[src/hdl/pee_pkg.sv]
// Shared types, codes and a helper function of the vibration motor duty engine.
`timescale 1ns / 1ps

package pee_pkg;

   // Default number of fraction bits of the internal duty value.
   localparam int unsigned DUTY_BITS_DEFAULT = 16;

   // Fixed widths of the word fields.
   localparam int unsigned DUTY_FIELD_BITS = 16;
   localparam int unsigned STEP_BITS       = 16;
   localparam int unsigned INTERVAL_BITS   = 10;
   localparam int unsigned CSR_INDEX_BITS  = 4;
   localparam int unsigned CSR_DATA_BITS   = 16;

   // Register reset values.
   localparam logic [15:0]              MIN_POWER_RESET     = 16'd9830;
   localparam logic [INTERVAL_BITS-1:0] FADE_INTERVAL_RESET = 10'd100;

   // Register indexes of the configuration port.
   localparam logic [CSR_INDEX_BITS-1:0] REG_MIN_POWER     = 4'd0;
   localparam logic [CSR_INDEX_BITS-1:0] REG_FADE_INTERVAL = 4'd1;

   // Command codes.
   localparam logic [2:0] OP_INSTANT = 3'd0;
   localparam logic [2:0] OP_FADE    = 3'd1;
   localparam logic [2:0] OP_PULSE   = 3'd2;
   localparam logic [2:0] OP_FLASH   = 3'd3;
   localparam logic [2:0] OP_TICK    = 3'd4;

   // Effect modes.
   localparam logic [1:0] MODE_IDLE  = 2'd0;
   localparam logic [1:0] MODE_FADE  = 2'd1;
   localparam logic [1:0] MODE_PULSE = 2'd2;
   localparam logic [1:0] MODE_FLASH = 2'd3;

   typedef struct packed {
      logic [2:0]  op;
      logic [6:0]  level;
      logic [15:0] duration_ms;
      logic [15:0] flash_count;
   } req_word_type;

   typedef struct packed {
      logic [15:0] duty;
      logic        busy_res;
      logic [1:0]  mode;
   } rsp_word_type;

   // Percent to duty, rounded to nearest and saturated; used on constants only.
   function automatic logic [63:0] pct_to_duty(input int unsigned pct,
                                               input int unsigned db);
      logic [63:0] v;
      logic [63:0] top;
      v   = ((64'(pct) << db) + 64'd50) / 64'd100;
      top = (64'd1 << db) - 64'd1;
      if (v > top) begin
         v = top;
      end
      return v;
   endfunction

endpackage

[src/hdl/pwm_effect_engine_top.sv]
// Top level of the vibration motor duty engine: command control, effect state and result word.
`timescale 1ns / 1ps

// The engine takes one word at a time on the request channel, either a command (instant, fade,
// pulse, flash) or a one millisecond tick, and answers every word with exactly one result word
// that carries the duty after it, a busy flag and the running effect mode. For instant, pulse,
// flash, tick and unused codes the word passes through the execute state and the output state,
// which registers the result once the result register is free; no new word is taken before
// then. A fade command runs a bit-serial divider twice, once for the number of steps and once
// for the step size, between those two states. A fade shorter than one interval needs only the
// first division. A result word waits in its own register while the next word is already being
// worked on, so a stalled result channel does not hold up the request side until a second
// result is ready. Configuration writes are always taken and should only be made while the
// engine is idle.

module pwm_effect_engine_top #(
   parameter int unsigned DUTY_BITS = pee_pkg::DUTY_BITS_DEFAULT
) (
   input  logic                                  clock,
   input  logic                                  reset,
   input  logic                                  req_valid,
   output logic                                  req_stall,
   input  pee_pkg::req_word_type                 req_word,
   output logic                                  rsp_valid,
   input  logic                                  rsp_stall,
   output pee_pkg::rsp_word_type                 rsp_word,
   input  logic                                  csr_valid,
   output logic                                  csr_ready,
   input  logic [pee_pkg::CSR_INDEX_BITS-1:0]    csr_index,
   input  logic [pee_pkg::CSR_DATA_BITS-1:0]     csr_data
);

   localparam int unsigned SB       = pee_pkg::STEP_BITS;
   localparam int unsigned IB       = pee_pkg::INTERVAL_BITS;
   localparam int unsigned FB       = pee_pkg::DUTY_FIELD_BITS;
   // The divider must hold both the fade duration and the duty difference.
   localparam int unsigned DIV_BITS = (DUTY_BITS > SB) ? DUTY_BITS : SB;
   // Common width for rescaling between the 16 bit fields and the internal duty.
   localparam int unsigned WIDE     = (DUTY_BITS > FB) ? DUTY_BITS : FB;

   typedef enum logic [2:0] {
      S_IDLE,
      S_EXEC,
      S_STEPS,
      S_INC,
      S_OUT
   } state_type;

   state_type                state_ff, state_in;
   pee_pkg::req_word_type    cmd_ff, cmd_in;
   logic [15:0]              min_power_ff, min_power_in;
   logic [IB-1:0]            interval_ff, interval_in;
   logic [DUTY_BITS-1:0]     duty_ff, duty_in;
   logic [1:0]               mode_ff, mode_in;
   logic [DUTY_BITS-1:0]     target_ff, target_in;
   logic [DUTY_BITS-1:0]     inc_mag_ff, inc_mag_in;
   logic                     inc_down_ff, inc_down_in;
   logic [SB-1:0]            tick_ff, tick_in;
   logic [SB-1:0]            period_ff, period_in;
   logic [SB-1:0]            flashes_done_ff, flashes_done_in;
   logic [SB-1:0]            flashes_limit_ff, flashes_limit_in;
   logic                     flash_on_ff, flash_on_in;
   logic                     rsp_valid_ff, rsp_valid_in;
   pee_pkg::rsp_word_type    rsp_word_ff, rsp_word_in;

   // Percent to duty table, one entry for every 7 bit level.
   logic [DUTY_BITS-1:0]     pct_lut [128];
   logic [DUTY_BITS-1:0]     level_duty;

   logic [WIDE-1:0]          floor_wide;
   logic [DUTY_BITS-1:0]     floor_duty;
   logic [IB-1:0]            interval_nz;
   logic [SB-1:0]            period_nz;
   logic [SB-1:0]            tick_limit;
   logic [SB-1:0]            tick_next;
   logic [DUTY_BITS-1:0]     distance;
   logic [DUTY_BITS-1:0]     diff;
   logic                     goes_down;
   logic [SB-1:0]            flash_count_next;
   logic [WIDE-1:0]          duty_wide;

   logic                     div_start;
   logic [DIV_BITS-1:0]      div_dividend;
   logic [SB-1:0]            div_divisor;
   logic                     div_done;
   logic [DIV_BITS-1:0]      div_quotient;
   logic [SB-1:0]            steps;

   for (genvar g = 0; g < 128; g++) begin : g_pct
      assign pct_lut[g] = DUTY_BITS'(pee_pkg::pct_to_duty(g, DUTY_BITS));
   end

   assign level_duty = pct_lut[cmd_ff.level];

   // The floor register is Q0.16; line it up with the internal duty by its top bits.
   assign floor_wide = WIDE'(min_power_ff) << (WIDE - FB);
   assign floor_duty = floor_wide[WIDE-1 -: DUTY_BITS];

   // A zero interval or period behaves as one millisecond.
   assign interval_nz = (interval_ff == '0) ? IB'(1) : interval_ff;
   assign period_nz   = (period_ff == '0) ? SB'(1) : period_ff;
   assign tick_limit  = (mode_ff == pee_pkg::MODE_FADE) ? SB'(interval_nz) : period_nz;
   assign tick_next   = tick_ff + SB'(1);

   assign distance  = (target_ff >= duty_ff) ? target_ff - duty_ff : duty_ff - target_ff;
   assign goes_down = target_ff < duty_ff;
   assign diff      = distance;
   assign steps     = div_quotient[SB-1:0];

   assign flash_count_next = flashes_done_ff + SB'(1);

   pee_serial_div #(
      .DIVIDEND_BITS (DIV_BITS),
      .DIVISOR_BITS  (SB)
   ) u_div (
      .clock    (clock),
      .reset    (reset),
      .start    (div_start),
      .dividend (div_dividend),
      .divisor  (div_divisor),
      .done     (div_done),
      .quotient (div_quotient)
   );

   always_comb begin
      state_in         = state_ff;
      cmd_in           = cmd_ff;
      min_power_in     = min_power_ff;
      interval_in      = interval_ff;
      duty_in          = duty_ff;
      mode_in          = mode_ff;
      target_in        = target_ff;
      inc_mag_in       = inc_mag_ff;
      inc_down_in      = inc_down_ff;
      tick_in          = tick_ff;
      period_in        = period_ff;
      flashes_done_in  = flashes_done_ff;
      flashes_limit_in = flashes_limit_ff;
      flash_on_in      = flash_on_ff;
      rsp_valid_in     = rsp_valid_ff;
      rsp_word_in      = rsp_word_ff;
      div_start        = 1'b0;
      div_dividend     = '0;
      div_divisor      = '0;

      // Register writes; anything beyond the two registers is ignored.
      if (csr_valid) begin
         if (csr_index == pee_pkg::REG_MIN_POWER) begin
            min_power_in = csr_data[15:0];
         end else if (csr_index == pee_pkg::REG_FADE_INTERVAL) begin
            interval_in = csr_data[IB-1:0];
         end
      end

      // The result register empties once its word is taken.
      if (rsp_valid_ff && !rsp_stall) begin
         rsp_valid_in = 1'b0;
      end

      case (state_ff)
         S_IDLE: begin
            if (req_valid) begin
               cmd_in   = req_word;
               state_in = S_EXEC;
            end
         end

         S_EXEC: begin
            state_in = S_OUT;
            // Every command (instant, fade, pulse, flash) cancels the running effect.
            if (cmd_ff.op inside {[pee_pkg::OP_INSTANT : pee_pkg::OP_FLASH]}) begin
               mode_in          = pee_pkg::MODE_IDLE;
               tick_in          = '0;
               flashes_done_in  = '0;
               flashes_limit_in = '0;
               flash_on_in      = 1'b0;
            end
            case (cmd_ff.op)
               pee_pkg::OP_INSTANT: begin
                  duty_in = level_duty;
               end
               pee_pkg::OP_FADE: begin
                  // The fade starts no lower than the floor.
                  target_in    = level_duty;
                  duty_in      = (duty_ff < floor_duty) ? floor_duty : duty_ff;
                  div_start    = 1'b1;
                  div_dividend = DIV_BITS'(cmd_ff.duration_ms);
                  div_divisor  = SB'(interval_nz);
                  state_in     = S_STEPS;
               end
               pee_pkg::OP_PULSE: begin
                  if (cmd_ff.duration_ms == '0) begin
                     duty_in = '0;
                  end else begin
                     duty_in   = level_duty;
                     period_in = cmd_ff.duration_ms;
                     mode_in   = pee_pkg::MODE_PULSE;
                  end
               end
               pee_pkg::OP_FLASH: begin
                  target_in        = level_duty;
                  period_in        = cmd_ff.duration_ms;
                  flashes_limit_in = cmd_ff.flash_count;
                  mode_in          = pee_pkg::MODE_FLASH;
               end
               pee_pkg::OP_TICK: begin
                  if (mode_ff != pee_pkg::MODE_IDLE) begin
                     if (tick_next < tick_limit) begin
                        tick_in = tick_next;
                     end else begin
                        tick_in = '0;
                        case (mode_ff)
                           pee_pkg::MODE_FADE: begin
                              if (distance <= inc_mag_ff) begin
                                 duty_in = target_ff;
                                 mode_in = pee_pkg::MODE_IDLE;
                              end else if (inc_down_ff) begin
                                 duty_in = duty_ff - inc_mag_ff;
                              end else begin
                                 duty_in = duty_ff + inc_mag_ff;
                              end
                           end
                           pee_pkg::MODE_PULSE: begin
                              duty_in = '0;
                              mode_in = pee_pkg::MODE_IDLE;
                           end
                           default: begin
                              // Flashing: toggle, and count each on phase.
                              if (flash_on_ff) begin
                                 duty_in     = '0;
                                 flash_on_in = 1'b0;
                                 if (flashes_done_ff >= flashes_limit_ff) begin
                                    flashes_done_in  = '0;
                                    flashes_limit_in = '0;
                                    mode_in          = pee_pkg::MODE_IDLE;
                                 end
                              end else begin
                                 duty_in         = target_ff;
                                 flash_on_in     = 1'b1;
                                 flashes_done_in = flash_count_next;
                                 if (flash_count_next >= flashes_limit_ff) begin
                                    flashes_done_in  = '0;
                                    flashes_limit_in = '0;
                                    mode_in          = pee_pkg::MODE_IDLE;
                                 end
                              end
                           end
                        endcase
                     end
                  end
               end
               default: begin
                  // Unused codes leave everything as it is.
               end
            endcase
         end

         S_STEPS: begin
            if (div_done) begin
               if (steps == '0) begin
                  // Too short for a single step: land on the target at once.
                  duty_in     = target_ff;
                  inc_mag_in  = '0;
                  inc_down_in = 1'b0;
                  state_in    = S_OUT;
               end else begin
                  inc_down_in  = goes_down;
                  div_start    = 1'b1;
                  div_dividend = DIV_BITS'(diff);
                  div_divisor  = steps;
                  state_in     = S_INC;
               end
            end
         end

         S_INC: begin
            if (div_done) begin
               // A step that truncates to nothing still moves by one unit.
               inc_mag_in = (div_quotient == '0) ? DUTY_BITS'(1)
                                                 : div_quotient[DUTY_BITS-1:0];
               mode_in    = pee_pkg::MODE_FADE;
               state_in   = S_OUT;
            end
         end

         S_OUT: begin
            if (!rsp_valid_ff || !rsp_stall) begin
               rsp_valid_in         = 1'b1;
               rsp_word_in.duty     = duty_wide[FB-1:0];
               rsp_word_in.busy_res = (mode_ff != pee_pkg::MODE_IDLE);
               rsp_word_in.mode     = mode_ff;
               state_in             = S_IDLE;
            end
         end

         default: begin
            state_in = S_IDLE;
         end
      endcase
   end

   // The duty field is the low 16 bits of the internal duty.
   assign duty_wide = WIDE'(duty_ff);

   always_ff @(posedge clock) begin
      if (reset) begin
         state_ff         <= S_IDLE;
         min_power_ff     <= pee_pkg::MIN_POWER_RESET;
         interval_ff      <= pee_pkg::FADE_INTERVAL_RESET;
         duty_ff          <= '0;
         mode_ff          <= pee_pkg::MODE_IDLE;
         target_ff        <= '0;
         inc_mag_ff       <= '0;
         inc_down_ff      <= 1'b0;
         tick_ff          <= '0;
         period_ff        <= '0;
         flashes_done_ff  <= '0;
         flashes_limit_ff <= '0;
         flash_on_ff      <= 1'b0;
         rsp_valid_ff     <= 1'b0;
      end else begin
         state_ff         <= state_in;
         min_power_ff     <= min_power_in;
         interval_ff      <= interval_in;
         duty_ff          <= duty_in;
         mode_ff          <= mode_in;
         target_ff        <= target_in;
         inc_mag_ff       <= inc_mag_in;
         inc_down_ff      <= inc_down_in;
         tick_ff          <= tick_in;
         period_ff        <= period_in;
         flashes_done_ff  <= flashes_done_in;
         flashes_limit_ff <= flashes_limit_in;
         flash_on_ff      <= flash_on_in;
         rsp_valid_ff     <= rsp_valid_in;
      end
      cmd_ff      <= cmd_in;
      rsp_word_ff <= rsp_word_in;
   end

   assign req_stall = (state_ff != S_IDLE);
   assign rsp_valid = rsp_valid_ff;
   assign rsp_word  = rsp_word_ff;
   assign csr_ready = 1'b1;

endmodule

[src/hdl/pee_serial_div.sv]
// Bit-serial restoring divider: one quotient bit per clock cycle.
`timescale 1ns / 1ps

module pee_serial_div #(
   parameter int unsigned DIVIDEND_BITS = 16,
   parameter int unsigned DIVISOR_BITS  = 16
) (
   input  logic                     clock,
   input  logic                     reset,
   input  logic                     start,
   input  logic [DIVIDEND_BITS-1:0] dividend,
   input  logic [DIVISOR_BITS-1:0]  divisor,
   output logic                     done,
   output logic [DIVIDEND_BITS-1:0] quotient
);

   localparam int unsigned COUNT_BITS = $clog2(DIVIDEND_BITS + 1);

   logic                     busy_ff, busy_in;
   logic                     done_ff, done_in;
   logic [COUNT_BITS-1:0]    count_ff, count_in;
   logic [DIVISOR_BITS-1:0]  rem_ff, rem_in;
   logic [DIVISOR_BITS-1:0]  den_ff, den_in;
   logic [DIVIDEND_BITS-1:0] quo_ff, quo_in;

   logic [DIVISOR_BITS:0]    shifted;
   logic [DIVISOR_BITS:0]    trial;

   always_comb begin
      // Bring down the next dividend bit and try a subtraction.
      shifted  = {rem_ff, quo_ff[DIVIDEND_BITS-1]};
      trial    = shifted - {1'b0, den_ff};
      busy_in  = busy_ff;
      done_in  = 1'b0;
      count_in = count_ff;
      rem_in   = rem_ff;
      den_in   = den_ff;
      quo_in   = quo_ff;
      if (start) begin
         busy_in  = 1'b1;
         count_in = COUNT_BITS'(DIVIDEND_BITS);
         rem_in   = '0;
         den_in   = divisor;
         quo_in   = dividend;
      end else if (busy_ff) begin
         if (!trial[DIVISOR_BITS]) begin
            rem_in = trial[DIVISOR_BITS-1:0];
            quo_in = {quo_ff[DIVIDEND_BITS-2:0], 1'b1};
         end else begin
            rem_in = shifted[DIVISOR_BITS-1:0];
            quo_in = {quo_ff[DIVIDEND_BITS-2:0], 1'b0};
         end
         count_in = count_ff - COUNT_BITS'(1);
         if (count_ff == COUNT_BITS'(1)) begin
            busy_in = 1'b0;
            done_in = 1'b1;
         end
      end
   end

   always_ff @(posedge clock) begin
      if (reset) begin
         busy_ff  <= 1'b0;
         done_ff  <= 1'b0;
         count_ff <= '0;
      end else begin
         busy_ff  <= busy_in;
         done_ff  <= done_in;
         count_ff <= count_in;
      end
      rem_ff <= rem_in;
      den_ff <= den_in;
      quo_ff <= quo_in;
   end

   assign done     = done_ff;
   assign quotient = quo_ff;

endmodule
[config.mk]
export PLATFORM = sky130hd
export DESIGN_NAME = pwm_effect_engine_top
export DESIGN_NICKNAME = d
export VERILOG_FILES = /design/src/hdl/pee_pkg.sv /design/src/hdl/pwm_effect_engine_top.sv /design/src/hdl/pee_serial_div.sv
export SDC_FILE = /design/constraint.sdc
export NUM_CORES = 1
export LEC_CHECK = 0
export ABC_AREA = 1
export BUFFER_PORTS_ARGS = -buffer_cell sky130_fd_sc_hd__buf_2
export CORE_MARGIN = 2
export CORE_UTILIZATION = 23
export CTS_BUF_LIST = sky130_fd_sc_hd__clkbuf_4 sky130_fd_sc_hd__clkbuf_8
export DETAILED_ROUTE_END_ITERATION = 10
export PLACE_DENSITY = 0.48
export SLEW_MARGIN = 25
export SYNTH_ARGS = -nofsm -noshare
export SYNTH_HDL_FRONTEND = slang
export SYNTH_SLANG_ARGS = --single-unit
[constraint.sdc]
create_clock -name clock -period 9.95 [get_ports clock]
set_clock_uncertainty 0.15 [all_clocks]
set_input_delay 0 -clock clock [delete_from_list [all_inputs] [get_ports clock]]
set_output_delay 0 -clock clock [all_outputs]
set_load 0.02 [all_outputs]
# ---- Word-level counts from Yosys, hierarchy flattened
# Memories as Yosys holds them, arrays and structs flattened.
# Index checks and enable logic that the tools add are counted.
dict set report classes {
  addsub 8
  n_lt_le_gt_ge 10
  n_eq_ne 22
  mux 96
  bitwise_logic 3
  n_reduce_logical 34
}
# op n
set op_table {}
lappend op_table {{16-bit 2-to-1 mux} 46}
lappend op_table {{16-bit one-hot mux with 2 select lines} 7}
lappend op_table {{16-bit one-hot mux with 4 select lines} 1}
lappend op_table {{16-bit greater-or-equal comparator} 3}
lappend op_table {{16-bit zero test} 3}
lappend op_table {{16-bit less-than comparator} 3}
lappend op_table {{16-bit subtractor} 3}
lappend op_table {{16-bit by 1-bit adder with 16-bit output (second input constant)} 2}
lappend op_table {{10-bit 2-to-1 mux} 2}
lappend op_table {{1-bit 2-to-1 mux} 18}
lappend op_table {{2-bit 2-to-1 mux} 9}
lappend op_table {{3-bit 2-to-1 mux} 6}
lappend op_table {{17-bit by 16-bit subtractor with 17-bit output} 1}
lappend op_table {{16-bit adder} 1}
lappend op_table {{16-bit less-or-equal comparator} 1}
lappend op_table {{3-bit one-hot mux with 5 select lines} 1}
lappend op_table {{3-bit by 2-bit == test with 1-bit output (second input constant)} 4}
lappend op_table {{2-bit AND reduction} 6}
lappend op_table {{2-bit nonzero test} 6}
lappend op_table {{10-bit zero test} 1}
lappend op_table {{5-bit 2-to-1 mux} 2}
lappend op_table {{3-bit inequality test (second input constant)} 3}
lappend op_table {{8-bit greater-or-equal comparator (second input constant)} 1}
lappend op_table {{2-bit inequality test (second input constant)} 4}
lappend op_table {{other kinds (27)} 39}
dict set report word_totals {
  reg_bits 262
  rom_bits 2048
  inputBits 67
  output_inout_bits 22
  word_cells 202
  mem_count 1
}
# memory depth word_bits rd rd_ports_with_merged_regs write_ports line
set memory_table {}
lappend memory_table {{(name not given)} 128 16 1 0 0 pwm_effect_engine_top.sv:93} ;# assign level_duty = pct_lut[cmd_ff.level];

# ---- Longest topological paths before layout
# Gate-level depths: netlist of the first run.
dict set report logic_depth {
  word_depth 10
  mapped_depth 34
  ltp_nobuf 33
}

# ---- Hierarchy
# From an unflattened synthesis of the first run, not the netlist that was laid out.
dict set report hier_totals {
  hier_cells 2983
  area_unflattened_um2 20393.3
}
# mod instances cells_each area_per_inst_um2 seq_area_each_um2
set modules_own_cells {}
lappend modules_own_cells {pwm_effect_engine_top 1 2514 17078.9 4754.6}
lappend modules_own_cells {pee_serial_div 1 469 3314.4 1421.4}

# ---- Worst setup path after synthesis of the first run
# Ideal clock, no wire load.
dict set report synth_path {
  path_type {register -> register}
  from {register duty_ff[1]}
  to {register duty_ff[14]}
  setup_ps 117
  arrival_time_ps 3942
  required_ps 9683
  path_slack_ps 5741
  stages_incl_launch_ff 29
  path_buffers 2
  period_less_slack_ps 4209
  path_cell_list {dfxtp_1 inv_1 fa_1 inv_1 o21ai_2 a21oi_2 o21ai_2 a21oi_2 nand2_2 inv_2 buf_2 o21a_1 xor2_1 inv_1 ha_1 nand2_1 inv_1 nand3_1 nor3_1 nand3_1 nand2_1 clkbuf_1 a21oi_1 o21ai_0 o21ai_0 nand2_1 nand2_1 a21oi_1 nor2_1}
}
dict set report synth_between {
  elab_chain_cells 9
  word_cells_on_any_way 17
  cone_classes {add/sub (4); order compare (3); eq/ne (1); mux (8); reduce/logical (1)}
}
# element line
set synth_rtl {}
lappend synth_rtl {{start, declared} pwm_effect_engine_top.sv:53} ;# logic [DUTY_BITS-1:0] duty_ff, duty_in;
lappend synth_rtl {{start signal, assigned} pwm_effect_engine_top.sv:325} ;# duty_ff <= duty_in;
lappend synth_rtl {{16-bit subtractor or 16-bit greater-or-equal comparator (tied branches)} pwm_effect_engine_top.sv:105} ;# assign distance = (target_ff >= duty_ff) ? target_ff - duty_ff : duty_ff - target_ff;
lappend synth_rtl {{16-bit 2-to-1 mux} pwm_effect_engine_top.sv:105}
lappend synth_rtl {{16-bit less-or-equal comparator} pwm_effect_engine_top.sv:214} ;# if (distance <= inc_mag_ff) begin
lappend synth_rtl {{16-bit 2-to-1 mux} pwm_effect_engine_top.sv:214}
lappend synth_rtl {{16-bit one-hot mux with 2 select lines} pwm_effect_engine_top.sv:212} ;# case (mode_ff)
lappend synth_rtl {{16-bit 2-to-1 mux} pwm_effect_engine_top.sv:208} ;# if (tick_next < tick_limit) begin
lappend synth_rtl {{16-bit 2-to-1 mux} pwm_effect_engine_top.sv:207} ;# if (mode_ff != pee_pkg::MODE_IDLE) begin
lappend synth_rtl {{16-bit one-hot mux with 4 select lines} pwm_effect_engine_top.sv:178} ;# case (cmd_ff.op)
lappend synth_rtl {{16-bit one-hot mux with 2 select lines} pwm_effect_engine_top.sv:160} ;# case (state_ff)
# Parallel ways exist; a longest one is shown, timed or not. The select of a mux whose other input is x is not followed.
# A chain may end at the register's enable or synchronous reset.

# ---- Worst setup path after layout of the first run
dict set report layout_path {
  from {register duty_ff[1]}
  to {register duty_ff[12]}
}
# The elaborated chain is that of the path after synthesis.

==> results_dict.tcl, run 1 <==
set metrics [dict create \
    status "finished clean" \
    hold_class "in2reg" \
    worstMarginPinSlew_ns 0.964 \
    synth_top_area_share_pct 17.4 \
    fmax_ghz 0.188 \
    cp_max_fo 26 \
    routabilityCongestion 0.921 \
    cpPeakStageDelay_ns 0.52 \
    cts.sinks 262 \
    regArea_um2 6180 \
    syn_area_per_cell_um2 7.17 \
    grt_pass1_vias 18274 \
    die_h_um 294 \
    cts_resized 0 \
    wirelength_mm 72.0 \
    switching_share_pct 46.8 \
    start_util_pct 23.2 \
    synth_area_um2 19400 \
    clock_power_share_pct 22.6 \
    yosysWarnings 0 \
    insertion_delay_ns 0.65 \
    powerDensity_nw_per_um2 241 \
    crit_slowest_cell "dfxtp_1" \
    post_drt_wl_per_cell_um 18.0 \
    drt.antenna.violating_nets 0 \
    core_area_um2 83600 \
    timing_worst_setup_path_type "reg2reg" \
    dr_wl_met2_mm 31.0 \
    p_comb_share_pct 52.1 \
    yosysSeqAreaShare_pct 31.8 \
    synth_edf_count 93 \
    num-fill-cells 9219 \
    portBuffers 87 \
    wl_met3_mm 4.58 \
    avgViaCountPerCell 4.78 \
    top_layer_used "met5" \
    p_leak_nw 10.1 \
    syn_inst 2706 \
    synth.distinct_cells 67 \
    async_flop_share_pct 0 \
    placed_cell_area_um2 20900 \
    placed_cells 3791 \
    hold_viol 0 \
    p_switching_mw 2.63 \
    grt_pass1_wl_mm 109 \
    synth_area_leaders "dfxtp_1 17%, edfxtp_1 14%, ha_1 11%" \
    multiInputGateArea_um2 11300 \
    clkSlewWorstSetupHoldPaths_ns 0.06 \
    dieArea_um2 86700 \
    grt-ovfl-total 0 \
    setup_viol 0 \
    layout_commonest_cell "nand2_1" \
    slew_violations 0 \
    pwr-share-seq_pct 25.4 \
    dpl.hpwl_mm 53.1 \
    crit_arrival_ns 5.72 \
    io_pins 89 \
    grt_start_max_net_pins 76 \
    fin_total_pwr_mw 5.61 \
    htree_levels 2 \
    grt_setup_unrepaired "false" \
    crit_top_cell "nand2_1" \
    slew-limit-headroom_pct 35.6 \
    post-route-drc-count 0 \
    cp-start-kind "register" \
    synth-seq-cells 262 \
    cap_viol_max_count 0 \
    layout_common_cells "514 x nand2_1, 353 x inv_1, 268 x a21oi_1, 228 x o21ai_0, 221 x nor2_1" \
    first_pass_iters 5 \
    grt_use_total_pct 16.3 \
    synth_ff_type "dfxtp_1" \
    cts-root-buf "clkbuf_8" \
    first_iter_violations 1439 \
    wl_met1_mm 35.0 \
    timing.final.crit_share_pct 53.4 \
    area_growth_pct 20.0 \
    peakVddDrop_mv 0.217 \
    post_cts_buffers 0 \
    required_ns 10.36 \
    postLayoutCellArea_um2 23300 \
    drive_gt1_share_pct 9.76 \
    rows 106 \
    period_minus_slack_ns 5.31 \
    final_nets 3120 \
    dp_slack_ns 4.67 \
    yosys.area.top_type "dfxtp_1" \
    tns_ns 0 \
    power.internal_mw 2.98 \
    timing.final.ws_setup_ns 4.64 \
    routed-via-count 19150 \
    worst_setup_path_end_kind "register" \
    die_w_um 294 \
    antenna_found_initial 10 \
    hold-worst-slack_ns 0.0953 \
    clockBufferDepth 3 \
    cts_made_buffers 49 \
    final_util_pct 27.9 \
    cts_tree "yes" \
    instances_no_fill 4003 \
    syn_nets 2946 \
]
[logic make-up (layout without fill, tap and decap cells)]
kind of cell / after synthesis / count (layout) / share of synthesized area, %
AOI/OAI and AO/OA: 739 / 739 / 22.1
and+or+nand+nor: 950 / 950 / 20.8
other: 1 / 3 / 0.0193
DFF: 262 / 262 / 31.8
buffers and inverters: 494 / 709 / 9.94
xor gates and xnor gates: 84 / 84 / 3.79
adders and majority gates: 173 / 173 / 11.4
muxes: 3 / 3 / 0.155
[per-layer routing]
metal	track usage, %	vias to the layer above
li1	-	9516
met1	23.1	8980
met2	25.2	542
met3	3.20	102
met4	3.89	10
met5	0	-
[power groups by stage]
stage	Combinational (mW)	Sequential (mW)	Clock, mW
finish	2.92	1.42	1.27
global route	3.29	1.44	1.35
CTS	2.91	1.42	1.30
detailed placement	2.86	1.44	0
global placement	2.86	1.44	0
floorplan	2.11	1.39	0
[critical path, delay by kind of cell (launching register included)]
family | cells | cell delay (ns)
and+or+nand+nor | 14 | 1.50
buffers and inverters | 7 | 1.20
AOI/OAI and AO/OA | 7 | 0.91
adders and majority gates | 2 | 0.74
DFF | 1 | 0.52
xor gates and xnor gates | 1 | 0.17
[flip-flops by register name, indices dropped and copies added, names as in the netlist, 5 cells and up]
signal            cells
cmd_ff               42
rsp_word             19
duty_ff              16
flashes_done_ff      16
flashes_limit_ff     16
floor_duty           16
inc_mag_ff           16
period_ff            16
target_ff            16
tick_ff              16
u_div.den_ff         16
u_div.quotient       16
u_div.rem_ff         16
interval_ff          10
u_div.count_ff        5
[what timing repair did]
| action | in CTS | in global routing |
|---|---|---|
| hold buffers | 118 | 0 |
| hold endpoints to repair | 112 | 0 |
| endpoints found under the setup margin | 0 | 0 |
[synth_stat cells, types with 10 or more instances]
cell	n
nand2_2	14
buf_2	17
nor4_1	14
dfxtp_1	169
xnor2_1	12
a211oi_1	34
a21oi_1	269
inv_1	354
a221oi_1	16
edfxtp_1	93
o21ai_0	228
nand2_1	514
xor2_1	72
a21oi_2	14
nand4_1	22
o211ai_1	33
inv_2	25
nor3_1	22
nor2_1	222
o21ai_1	26
clkbuf_1	74
ha_1	168
o22ai_1	16
nand3_1	106
a31oi_1	30
buf_1	10
o221ai_1	23
[layout make-up]
type                            instances  share of cell area, %
Multi-Input combinational cell       1950                   48.6
Sequential cell                       262                   26.5
Timing Repair Buffer                  231                   7.78
Inverter                              386                   6.24
Tap cell                             1080                   5.81
Clock buffer                           75                   4.22
Clock inverter                         17                  0.812
Antenna cell                            2                 0.0215
[final timing paths]
path,slack [ns],start,depth (start not counted),endpoint
max,4.64,duty_ff[1],31,duty_ff[12]
max reg2reg,4.64,duty_ff[1],31,duty_ff[12]
min,0.1,rsp_stall,4,rsp_valid
min reg2reg,0.32,period_ff[5],2,period_ff[5]
Note: power is estimated with default switching activity, not from simulation.
==> run 2: changes to the inputs <==
clock period = 5.46 ns   (was 9.95 ns; I/O delays follow)
==> results_dict.tcl, run 2 (same netlist as run 1, synthesis figures left out) <==
set metrics [dict create \
    dieArea_um2 86700 \
    start_util_pct 23.2 \
    drt.antenna.violating_nets 0 \
    die_h_um 294 \
    grt_setup_unrepaired "false" \
    period_minus_slack_ns 4.95 \
    powerDensity_nw_per_um2 443 \
    fin_total_pwr_mw 10.4 \
    layout_common_cells "513 x nand2_1, 353 x inv_1, 268 x a21oi_1, 228 x o21ai_0, 221 x nor2_1" \
    timing.final.crit_share_pct 90.8 \
    grt_pass1_wl_mm 113 \
    layout_commonest_cell "nand2_1" \
    cpPeakStageDelay_ns 0.44 \
    crit_top_cell "nand2_1" \
    routabilityCongestion 0.946 \
    slew_violations 0 \
    crit_end "duty_ff[8]" \
    final_nets 3140 \
    portBuffers 87 \
    wl_met1_mm 34.8 \
    cts.sinks 262 \
    status "finished clean" \
    worst_setup_path_end_kind "register" \
    cp-startpoint "duty_ff[4]" \
    cts_tree "yes" \
    cap_viol_max_count 0 \
    regArea_um2 6180 \
    p_comb_share_pct 54.3 \
    peakVddDrop_mv 0.228 \
    slew-limit-headroom_pct 42.4 \
    multiInputGateArea_um2 11300 \
    area_growth_pct 20.5 \
    grt_pass1_vias 18712 \
    worstMarginPinSlew_ns 0.859 \
    wirelength_mm 72.8 \
    clock_power_share_pct 21.0 \
    post-route-drc-count 0 \
    largest_register_ffs 42 \
    regMostFlops "cmd_ff" \
    htree_levels 2 \
    dpl.hpwl_mm 53.6 \
    hold_viol 0 \
    rr_worst_depth 29 \
    top_layer_used "met5" \
    fmax_ghz 0.202 \
    p_leak_nw 10.2 \
    reg2reg_to "duty_ff[8]" \
    timing_worst_setup_path_type "reg2reg" \
    post_drt_wl_per_cell_um 18.1 \
    setup_viol 0 \
    cts-root-buf "clkbuf_8" \
    hp-start "rsp_stall" \
    clockBufferDepth 3 \
    core_area_um2 83600 \
    insertion_delay_ns 0.65 \
    crit_arrival_ns 5.32 \
    switching_share_pct 47.8 \
    power.internal_mw 5.41 \
    cp-start-kind "register" \
    rows 106 \
    antenna_found_initial 3 \
    tns_ns 0 \
    first_iter_violations 1713 \
    num-fill-cells 9171 \
    die_w_um 294 \
    required_ns 5.83 \
    wl_met3_mm 5.30 \
    first_pass_iters 7 \
    clkSlewWorstSetupHoldPaths_ns 0.06 \
    grt_start_max_net_pins 62 \
    io_pins 89 \
    hold_class "in2reg" \
    r2r_start "duty_ff[4]" \
    pwr-share-seq_pct 24.7 \
    reg2reg_setup_slack_ns 0.51 \
    p_switching_mw 4.95 \
    routed-via-count 19249 \
    avgViaCountPerCell 4.79 \
    cp_max_fo 19 \
    drive_gt1_share_pct 10.4 \
    crit_slowest_cell "dfxtp_1" \
    grt-ovfl-total 0 \
    grt_use_total_pct 16.7 \
    cts_made_buffers 49 \
    dr_wl_met2_mm 31.0 \
]
[run 2: critical path, delay by kind of cell (launching register included)]
kind | cells | cell delay, ns
buf+inv | 4 | 0.44
fa+ha+maj | 2 | 0.67
xor+xnor | 1 | 0.22
simple gates | 12 | 1.07
compound gates | 10 | 1.81
flops | 1 | 0.44
[run 2: worst min path at each step]
stage | slack (ns) | cells after the start | end
floorplan | -0.05 | 0 | cmd_ff[0]
global placement | 0.03 | 1 | cmd_ff[36]
detailed placement | 0.03 | 1 | cmd_ff[36]
CTS | 0.06 | 4 | rsp_valid
global route | 0.1 | 4 | floor_duty[2]
finish | 0.09 | 4 | rsp_valid
[run 2: area by class of cell]
class                           instances  area share [%]
Clock inverter                          8           0.541
Inverter                              386            6.23
Sequential cell                       262            26.4
Multi-Input combinational cell       1950            48.5
Timing Repair Buffer                  251            8.43
Antenna cell                            2          0.0214
Clock buffer                           81            4.08
Tap cell                             1080            5.78
[run 2: stage by stage]
stage / std cells / setup WS (ns) / util [%] / area (um2) / hold WS [ns]
4_1_cts: 4018 / 0.453 / 27.9 / 23300 / 0.0596
3_3_place_gp: 3808 / 0.544 / 25.2 / 21000 / 0.0268
2_1_floorplan: 2706 / 1.25 / - / 19400 / -0.0511
6_report: 4020 / 0.505 / 28.0 / 23400 / 0.0877
5_1_grt: 4019 / 0.0826 / 28.0 / 23400 / 0.0983
3_5_place_dp: 3808 / 0.460 / 25.2 / 21000 / 0.0281
[run 2: power by group through the flow]
stage,sequential (mW),combinational [mW],clock (mW)
after floorplan,2.53,3.85,0
after global placement,2.60,5.48,0
after detailed placement,2.60,5.43,0
after CTS,2.56,5.52,2.24
after global routing,2.59,6.32,2.33
final,2.56,5.63,2.18
[run 2: repair_timing]
item                                   4_1_cts  5_1_grt
hold buffers                               121        0
setup endpoints to repair                    0       15
resized for setup                            0        4
setup buffers                                0        0
endpoints found under the hold margin      113        0
[run 2: layer usage]
layer	GRT usage [%]	vias to the layer above
li1	-	9566
met4	4.55	4
met3	3.85	106
met2	25.4	635
met1	23.5	8938
met5	0	-
